File: src/rtl/ssd_pkg.sv
`timescale 1ns / 1ps

package ssd_pkg;

   localparam int NUM_CHANNELS         = 4;
   localparam int SAMPLE_WIDTH_DEFAULT = 16;
   localparam int REG_WIDTH            = 10;
   localparam int CSR_INDEX_WIDTH      = 2;

   localparam logic [REG_WIDTH-1:0] SLEW_STEP_RESET = 10'd10;
   localparam logic [REG_WIDTH-1:0] DEADBAND_RESET  = 10'd8;

   typedef enum logic [CSR_INDEX_WIDTH-1:0] {
      CSR_SLEW_STEP = 2'd0,
      CSR_DEADBAND  = 2'd1
   } csr_index_type;

   typedef struct packed {
      logic [REG_WIDTH-1:0] slew_step;
      logic [REG_WIDTH-1:0] deadband;
   } cfg_type;

endpackage

File: src/rtl/ssd_chan.sv
`timescale 1ns / 1ps

module ssd_chan #(
   parameter int SAMPLE_WIDTH = ssd_pkg::SAMPLE_WIDTH_DEFAULT
) (
   input  ssd_pkg::cfg_type                 cfg,
   input  logic signed [SAMPLE_WIDTH-1:0]   sample,
   input  logic signed [SAMPLE_WIDTH-1:0]   prev,
   output logic signed [SAMPLE_WIDTH-1:0]   result
);
   import ssd_pkg::*;

   localparam int EW = SAMPLE_WIDTH + REG_WIDTH + 2;
   localparam int MW = SAMPLE_WIDTH + 1;
   localparam int SH = MW + 2;
   localparam int RW = SH - 1;
   localparam int PW = MW + RW;
   localparam logic [63:0] RECIP_FULL = ((64'd1 << SH) + 64'd4) / 64'd5;
   localparam logic [RW-1:0] RECIP = RECIP_FULL[RW-1:0];

   localparam logic signed [EW-1:0] MAX_E = EW'((64'sd1 <<< (SAMPLE_WIDTH - 1)) - 64'sd1);
   localparam logic signed [EW-1:0] MIN_E = -MAX_E - EW'(1);

   logic signed [EW-1:0]     s_e;
   logic signed [EW-1:0]     p_e;
   logic signed [EW-1:0]     step_e;
   logic signed [EW-1:0]     zone_e;
   logic signed [EW-1:0]     diff;
   logic signed [EW-1:0]     mag;
   logic signed [EW-1:0]     up;
   logic signed [EW-1:0]     dn;
   logic [SAMPLE_WIDTH-1:0]  p_abs;
   logic [MW-1:0]            m3;
   logic [PW-1:0]            prod;
   logic [SAMPLE_WIDTH-1:0]  q;
   logic signed [SAMPLE_WIDTH-1:0] decay;

   function automatic logic signed [SAMPLE_WIDTH-1:0] sat(input logic signed [EW-1:0] v);
      if (v > MAX_E) begin
         sat = MAX_E[SAMPLE_WIDTH-1:0];
      end else if (v < MIN_E) begin
         sat = MIN_E[SAMPLE_WIDTH-1:0];
      end else begin
         sat = v[SAMPLE_WIDTH-1:0];
      end
   endfunction

   assign s_e    = EW'(sample);
   assign p_e    = EW'(prev);
   assign step_e = $signed({{(EW - REG_WIDTH){1'b0}}, cfg.slew_step});
   assign zone_e = $signed({{(EW - REG_WIDTH){1'b0}}, cfg.deadband});
   assign diff   = s_e - p_e;
   assign mag    = sample[SAMPLE_WIDTH-1] ? -s_e : s_e;
   assign up     = p_e + step_e;
   assign dn     = p_e - step_e;

   // 3*|prev|/5 by reciprocal multiply, exact for this operand range
   assign p_abs = prev[SAMPLE_WIDTH-1] ? SAMPLE_WIDTH'(-prev) : SAMPLE_WIDTH'(prev);
   assign m3    = {p_abs, 1'b0} + MW'(p_abs);
   assign prod  = PW'(m3) * PW'(RECIP);
   assign q     = prod[SH +: SAMPLE_WIDTH];
   assign decay = prev[SAMPLE_WIDTH-1] ? -$signed(q) : $signed(q);

   always_comb begin
      if (diff > step_e) begin
         result = sat(up);
      end else if (mag < zone_e) begin
         result = decay;
      end else if (diff < -step_e) begin
         result = sat(dn);
      end else begin
         result = sample;
      end
   end

endmodule

File: src/rtl/stick_slew_deadband_smoother_unit.sv
`timescale 1ns / 1ps
// Pipeline: an accepted request beat is registered in in_ff, and its result in
// out_ff. Throughput: one beat per cycle while rsp_stall is low;
// the per-channel decay multiply sets the path.
// Reset (synchronous): valids clear, last values go to zero, slew_step to 10
// and deadband to 8.

module stick_slew_deadband_smoother_unit #(
   parameter int SAMPLE_WIDTH = ssd_pkg::SAMPLE_WIDTH_DEFAULT
) (
   input  logic                                    clock,
   input  logic                                    reset,
   input  logic                                    csr_write,
   input  logic [ssd_pkg::CSR_INDEX_WIDTH-1:0]     csr_index,
   input  logic [ssd_pkg::REG_WIDTH-1:0]           csr_data,
   input  logic                                    req_valid,
   output logic                                    req_stall,
   input  logic signed [SAMPLE_WIDTH-1:0]          req_chan_a_in,
   input  logic signed [SAMPLE_WIDTH-1:0]          req_chan_b_in,
   input  logic signed [SAMPLE_WIDTH-1:0]          req_chan_c_in,
   input  logic signed [SAMPLE_WIDTH-1:0]          req_chan_d_in,
   output logic                                    rsp_valid,
   input  logic                                    rsp_stall,
   output logic signed [SAMPLE_WIDTH-1:0]          rsp_chan_a_out,
   output logic signed [SAMPLE_WIDTH-1:0]          rsp_chan_b_out,
   output logic signed [SAMPLE_WIDTH-1:0]          rsp_chan_c_out,
   output logic signed [SAMPLE_WIDTH-1:0]          rsp_chan_d_out
);
   import ssd_pkg::*;

   cfg_type cfg_ff;
   cfg_type cfg_in;

   logic                                       in_v_ff;
   logic                                       in_v_in;
   logic [NUM_CHANNELS-1:0][SAMPLE_WIDTH-1:0]  in_ff;
   logic [NUM_CHANNELS-1:0][SAMPLE_WIDTH-1:0]  in_in;
   logic                                       out_v_ff;
   logic                                       out_v_in;
   logic [NUM_CHANNELS-1:0][SAMPLE_WIDTH-1:0]  out_ff;
   logic [NUM_CHANNELS-1:0][SAMPLE_WIDTH-1:0]  last_ff;
   logic [NUM_CHANNELS-1:0][SAMPLE_WIDTH-1:0]  last_in;
   logic [NUM_CHANNELS-1:0][SAMPLE_WIDTH-1:0]  req_vec;
   logic [NUM_CHANNELS-1:0][SAMPLE_WIDTH-1:0]  res_vec;
   logic                                       advance;

   assign req_vec[0] = req_chan_a_in;
   assign req_vec[1] = req_chan_b_in;
   assign req_vec[2] = req_chan_c_in;
   assign req_vec[3] = req_chan_d_in;

   for (genvar i = 0; i < NUM_CHANNELS; i++) begin : g_chan
      ssd_chan #(
         .SAMPLE_WIDTH(SAMPLE_WIDTH)
      ) u_chan (
         .cfg    (cfg_ff),
         .sample ($signed(in_ff[i])),
         .prev   ($signed(last_ff[i])),
         .result (res_vec[i])
      );
   end

   assign advance   = in_v_ff && (!out_v_ff || !rsp_stall);
   assign req_stall = in_v_ff && !advance;

   always_comb begin
      cfg_in = cfg_ff;
      if (csr_write) begin
         case (csr_index)
            CSR_SLEW_STEP: cfg_in.slew_step = csr_data;
            CSR_DEADBAND:  cfg_in.deadband  = csr_data;
            default: ;
         endcase
      end
   end

   always_comb begin
      in_v_in = in_v_ff;
      in_in   = in_ff;
      if (!req_stall) begin
         in_v_in = req_valid;
         in_in   = req_vec;
      end
      out_v_in = out_v_ff && rsp_stall;
      last_in  = last_ff;
      if (advance) begin
         out_v_in = 1'b1;
         last_in  = res_vec;
      end
   end

   always_ff @(posedge clock) begin
      if (reset) begin
         cfg_ff   <= '{slew_step: SLEW_STEP_RESET, deadband: DEADBAND_RESET};
         in_v_ff  <= 1'b0;
         out_v_ff <= 1'b0;
         last_ff  <= '0;
      end else begin
         cfg_ff   <= cfg_in;
         in_v_ff  <= in_v_in;
         out_v_ff <= out_v_in;
         last_ff  <= last_in;
      end
      in_ff <= in_in;
      if (advance) begin
         out_ff <= res_vec;
      end
   end

   assign rsp_valid      = out_v_ff;
   assign rsp_chan_a_out = out_ff[0];
   assign rsp_chan_b_out = out_ff[1];
   assign rsp_chan_c_out = out_ff[2];
   assign rsp_chan_d_out = out_ff[3];

`ifndef NO_ASSERTIONS
   a_stall_when_blocked: assert property (@(posedge clock) disable iff (reset)
      (in_v_ff && out_v_ff && rsp_stall) |-> req_stall)
      else $error("held beat not stalling the request side");

   a_advance_shows: assert property (@(posedge clock) disable iff (reset)
      advance |=> rsp_valid)
      else $error("advanced beat not presented");

   a_last_matches_out: assert property (@(posedge clock) disable iff (reset)
      rsp_valid |-> (out_ff == last_ff))
      else $error("channel history differs from presented beat");

   a_no_stall_after_reset: assert property (@(posedge clock)
      $past(reset) |-> !req_stall)
      else $error("request side stalled right after reset");
`endif

endmodule
File: config.mk
export PLATFORM = sky130hd
export DESIGN_NAME = stick_slew_deadband_smoother_unit
export DESIGN_NICKNAME = d
export VERILOG_FILES = /design/src/rtl/ssd_pkg.sv /design/src/rtl/ssd_chan.sv /design/src/rtl/stick_slew_deadband_smoother_unit.sv
export SDC_FILE = /design/constraint.sdc
export NUM_CORES = 2
export LEC_CHECK = 0
export ABC_AREA = 1
export ABC_CLOCK_PERIOD_IN_PS = 11300
export BUFFER_PORTS_ARGS = -buffer_cell sky130_fd_sc_hd__buf_2
export CAP_MARGIN = 15
export CORE_MARGIN = 2
export CORE_UTILIZATION = 35
export DETAILED_ROUTE_END_ITERATION = 7
export PLACE_DENSITY = 0.61
export REMOVE_ABC_BUFFERS = 1
export SETUP_SLACK_MARGIN = 0.15
export SKIP_CTS_REPAIR_TIMING = 1
export SLEW_MARGIN = 25
export SYNTH_ARGS = -nofsm -noshare
export SYNTH_HDL_FRONTEND = slang
export SYNTH_HIERARCHICAL = 1
export SYNTH_SLANG_ARGS = --single-unit
File: constraint.sdc
create_clock -name clock -period 11.3 [get_ports clock]
set_clock_uncertainty 0.1 [all_clocks]
set_input_delay 1.13 -clock clock [delete_from_list [all_inputs] [get_ports clock]]
set_output_delay 1.13 -clock clock [all_outputs]
set_load 0.1 [all_outputs]
* Word level (Yosys, flattened, before mapping) *
Cells that the tools add are included.
Widths: inputs -> output; s select.

cells by class
  $add $sub $neg = 29
  multipliers = 4
  order comparisons = 28
  equal/unequal tests = 1
  muxes and demuxes = 41
  reduce and logical (&&, ||, !) cells = 10

operators with widths
  operator                number
  $mux 16                 36
  $gt 28x16->1 const B    8
  $lt 28x16->1 const B    8
  $mul 17x16->33 const B  4
  $gt 28x11->1            4
  $lt 28x11->1            4
  $lt 28x28->1            4
  $mux 28                 4
  $neg 16->28             4
  $add 16x11->17          4
  $add 17x16->17          4
  $sub 16x11->17          4
  $sub 16x16->17          4
  $neg 15->16             4
  $neg 16->16             4
  $neg 10->28             1
  $reduce_and 2->1        2
  $logic_and 1x1->1       3
  $logic_not 1->1         3
  $eq 2x1->1 const B      1
  $logic_not 2->1         1
  $logic_or 1x1->1        1
  $mux 1                  1

storage, ports and cells
  flip-flop bits (word level) = 214
  bits of input ports = 81
  output and inout port bits = 66
  logic and storage cells = 129

* Logic depth before layout (Yosys ltp) *
  depth in word-level cells = 8
  depth in mapped cells = 58
  depth with buffers taken out = 58

* Modules after synthesis *
Netlist, hierarchy kept.

modules (own cells, without submodules)
  module                             instances  cells each  area each (µm²)  sequential area each (µm²)
  ssd_chan at g_chan[2].u_chan       1          1748        11314.6          0.0
  ssd_chan at g_chan[3].u_chan       1          1685        11154.4          0.0
  ssd_chan at g_chan[0].u_chan       1          1651        11085.6          0.0
  ssd_chan at g_chan[1].u_chan       1          1653        11001.8          0.0
  stick_slew_deadband_smoother_unit  1          619         7699.9           5565.3

* Worst setup path before layout *
Ideal clock, no wire load.

  path type = reg-to-reg
  start = reg last_ff[32] (netlist bit)
  end = reg last_ff[44] (netlist bit)
  library setup time = 0.115 ns
  arrival time = 7.815 ns
  data required time = 11.085 ns
  slack = 3.270 ns
  cell stages (with the launch flop) = 46
  path buffers = 0
  clock period less this slack = 8.030 ns
  cells stage by stage = dfxtp_1 inv_1 ha_1 nand2_1 o21ai_0 ha_1 inv_1 fa_1 nand3b_1 o211ai_1 a21oi_1 o21bai_1 xnor2_1 inv_1 ha_1 inv_1 fa_1 inv_1 [10 not listed] nor2_1 nor2_1 nand3_1 nand2_1 nand2_1 nor2_1 inv_1 nor2_1 nand3_1 nand2_1 nand3_1 nand3_1 nand2_1 nand2_1 nand2_1 nand3b_1 nand2_1 nor2_1

RTL lines
  what                      line                                      source
  start: declaration        stick_slew_deadband_smoother_unit.sv:41   logic [NUM_CHANNELS-1:0][SAMPLE_WIDTH-1:0] last_ff;
  start signal: assignment  stick_slew_deadband_smoother_unit.sv:102  last_ff <= last_in;

==> flow_metrics.py <==
metrics = {
    "cells_and_area": {
        "fill_cells": 15500,
        "drive_gt1_share_pct": 6.212,
        "final_cell_area_sq_mm": 0.05591,
        "diodes": 0,
        "syn_to_final_growth_pct": 6.984,
        "layout.nets": 8801,
    },
    "yosys": {
        "synthArstFlopShare_pct": 0,
        "ys_types": 75,
        "ys_seq_elements": 214,
        "syn_avg_cell_area_sq_um": 7.104,
        "netlist_area_sq_mm": 0.05226,
        "ys_seq_area_share_pct": 10.65,
        "synth_flop_cell": "edfxtp_1",
        "synth_edf_count": 128,
        "yosys_warnings": 6,
        "synthCells": 7356,
    },
    "job": {
        "drv_cap": 0,
    },
    "timing": {
        "rsz0062_at_grt": "false",
        "setup_viol": 0,
        "finalHoldViolations": 0,
        "setup_tns_ps": 0,
        "finalCriticalPeriod_ps": 9603,
        "final_max_slew_viol_count": 0,
        "timing.fmax_ghz": 0.1041,
        "slew_headroom_pct": 28.74,
        "finalCritPeriodShare_pct": 84.98,
        "worst_pin_slew_ps": 1069,
    },
    "worst_setup_path": {
        "cp-end-kind": "flop",
        "cp-startpoint": "last_ff[0]$_SDFFE_PP0P_",
        "cpPeakStageDelay_ps": 720,
        "r2r_slack_ps": 1700,
        "worstReg2RegStart": "last_ff[0]$_SDFFE_PP0P_",
        "cp_common_cell": "nand2_1",
        "slowest_stage": "xor2_1",
        "reg2regPathDepth": 47,
        "critPathRequiredTime_ps": 11770,
        "start_kind": "flop",
        "cp-endpoint": "last_ff[13]$_SDFFE_PP0P_",
        "r2r-end": "last_ff[13]$_SDFFE_PP0P_",
        "crit_type": "flop to flop",
        "path_max_fanout": 10,
        "crit_arrival_ps": 10070,
    },
    "clocking": {
        "cts_root_buf": "clkbuf_16",
        "cts.sinks": 214,
        "cts-htree-levels": 1,
        "tritoncts": "yes",
        "clk_pin_slew_ps": 60,
        "clockBufferDepth": 3,
        "clock_latency_ps": 640,
        "cts_made_buffers": 31,
    },
    "floorplanning": {
        "die_w_um": 390.4,
        "io_pins": 147,
        "die_y_um": 390.4,
        "dieArea_sq_mm": 0.1524,
        "coreArea_sq_mm": 0.1480,
        "placementRows": 141,
        "start_util_pct": 35.30,
    },
    "detailed_routing": {
        "drc": 0,
        "wl_per_cell_um": 17.81,
        "first_pass_iters": 6,
        "wirelength_um": 167100,
        "vias_per_cell": 5.060,
        "ant_nets": 0,
        "vias": 47480,
        "dr.first_iter.drc_count": 3902,
    },
    "placed_design": {
        "dpl.hpwl_um": 141000,
        "port_buffers": 146,
        "gp_congestion": 0.9556,
        "place_area_sq_mm": 0.05479,
    },
    "hold_path": {
        "holdPathStages": 2,
        "worst_hold_path_type": "flop to flop",
    },
    "global_route": {
        "grt_pass1_vias": 46550,
        "antenna_found_initial": 7,
        "grt_first_pass_wirelength_um": 262700,
        "grt_max_degree": 131,
        "grt_use_total_pct": 21.75,
        "overflow": 0,
    },
    "outcome": {
        "status": "complete, no violations",
    },
}
final cells by class:
cell class	instances	area, sq um	share of cell area, %
multi-input combinational	5491	40170	71.86
inverter	1518	5705	10.21
tap	1930	2415	4.319
clock inverter	20	250.2	0.4476
timing repair buffer	172	925.9	1.656
clock buffer	38	864.6	1.546
sequential	214	5572	9.966
registers in the layout (all words and copies together) (netlist names), 16 cells and up:
register / flops
last_ff: 64
in_ff: 64
rsp_chan_a_out: 16
cfg_ff: 20
rsp_chan_b_out: 16
rsp_chan_c_out: 16
rsp_chan_d_out: 16
cell families (layout without fill, tap and decap cells):
family          Yosys count  in the layout  share of synthesized area [%]
fa+ha+maj              1292           1292                          36.22
flops                   214            214                          10.65
buf+inv                1651           1748                          12.53
xor+xnor                331            331                          5.821
simple gates           2912           2912                          24.13
compound gates          956            956                          10.65
per-layer routing:
layer	vias up	track usage (%)	wire length [um]
met1	22320	31.21	79400
met2	1355	35.33	74020
met4	2	4.851	3875
li1	23630	-	-
met5	-	0	13
met3	175	1.797	9779
worst max-delay path: cells and delay by family, from the launching register on:
family / cells / cell delay (ps)
and+or+nand+nor: 21 / 2110
adders and majority gates: 10 / 4080
DFF: 1 / 690
buffers and inverters: 8 / 600
xor gates and xnor gates: 1 / 720
AOI/OAI and AO/OA: 7 / 1220
cells in the final DEF (no fill, tap or decap), types with 49 or more instances in the layout:
cell type  instances
nor2_1           554
buf_2            146
nand4_1           74
a21oi_1          432
xor2_1           266
o21ai_0          245
nand2_1         1588
dfxtp_1           83
fa_1             368
nand3_1          359
ha_1             924
xnor2_1           49
nor3_1            88
edfxtp_1         128
nand3b_1          85
inv_1           1483
cells in the mapped netlist (all sizes together) (30+ instances only):
cell	n	area, sq um
fa	368	7367
o21ai	303	1625
nand4	74	462.9
nor2	573	2221
buf	94	684.4
nand3	382	2049
ha	924	11560
xnor2	51	461.7
nand2	1641	6310
inv	1514	5688
a21o	32	240.2
o211ai	43	322.8
clkbuf	39	157.6
nand3b	86	649.4
xor2	280	2580
edfxtp	128	3844
nor3	97	530.5
o21bai	30	232.7
a21oi	458	2390
dfxtp	86	1722
how the worst min path moves through the flow:
stage,slack [ps],end,start
after floorplan,380,cfg_ff[3]$_SDFFE_PP1P_,cfg_ff[3]$_SDFFE_PP1P_
after global placement,360,cfg_ff[13]$_SDFFE_PP1P_,cfg_ff[13]$_SDFFE_PP1P_
after detailed placement,370,cfg_ff[13]$_SDFFE_PP1P_,cfg_ff[13]$_SDFFE_PP1P_
after CTS,380,cfg_ff[13]$_SDFFE_PP1P_,cfg_ff[13]$_SDFFE_PP1P_
after global routing,410,cfg_ff[13]$_SDFFE_PP1P_,cfg_ff[13]$_SDFFE_PP1P_
final,390,cfg_ff[13]$_SDFFE_PP1P_,cfg_ff[13]$_SDFFE_PP1P_
stage by stage:
step / util [%] / hold slack (ps) / cells / worst slack [ps]
global route: 37.77 / 412.0 / 9383 / 856.4
detailed placement: 37.02 / 368.6 / 9325 / 1768
floorplan: - / 385.0 / 7223 / 2706
finish: 37.77 / 386.2 / 9383 / 1697
global placement: 37.02 / 356.0 / 9325 / 1734
CTS: 37.77 / 384.5 / 9383 / 1706
Power is not shown: default switching activity piles up to over one toggle a cycle in this logic, so the estimate is an artifact.
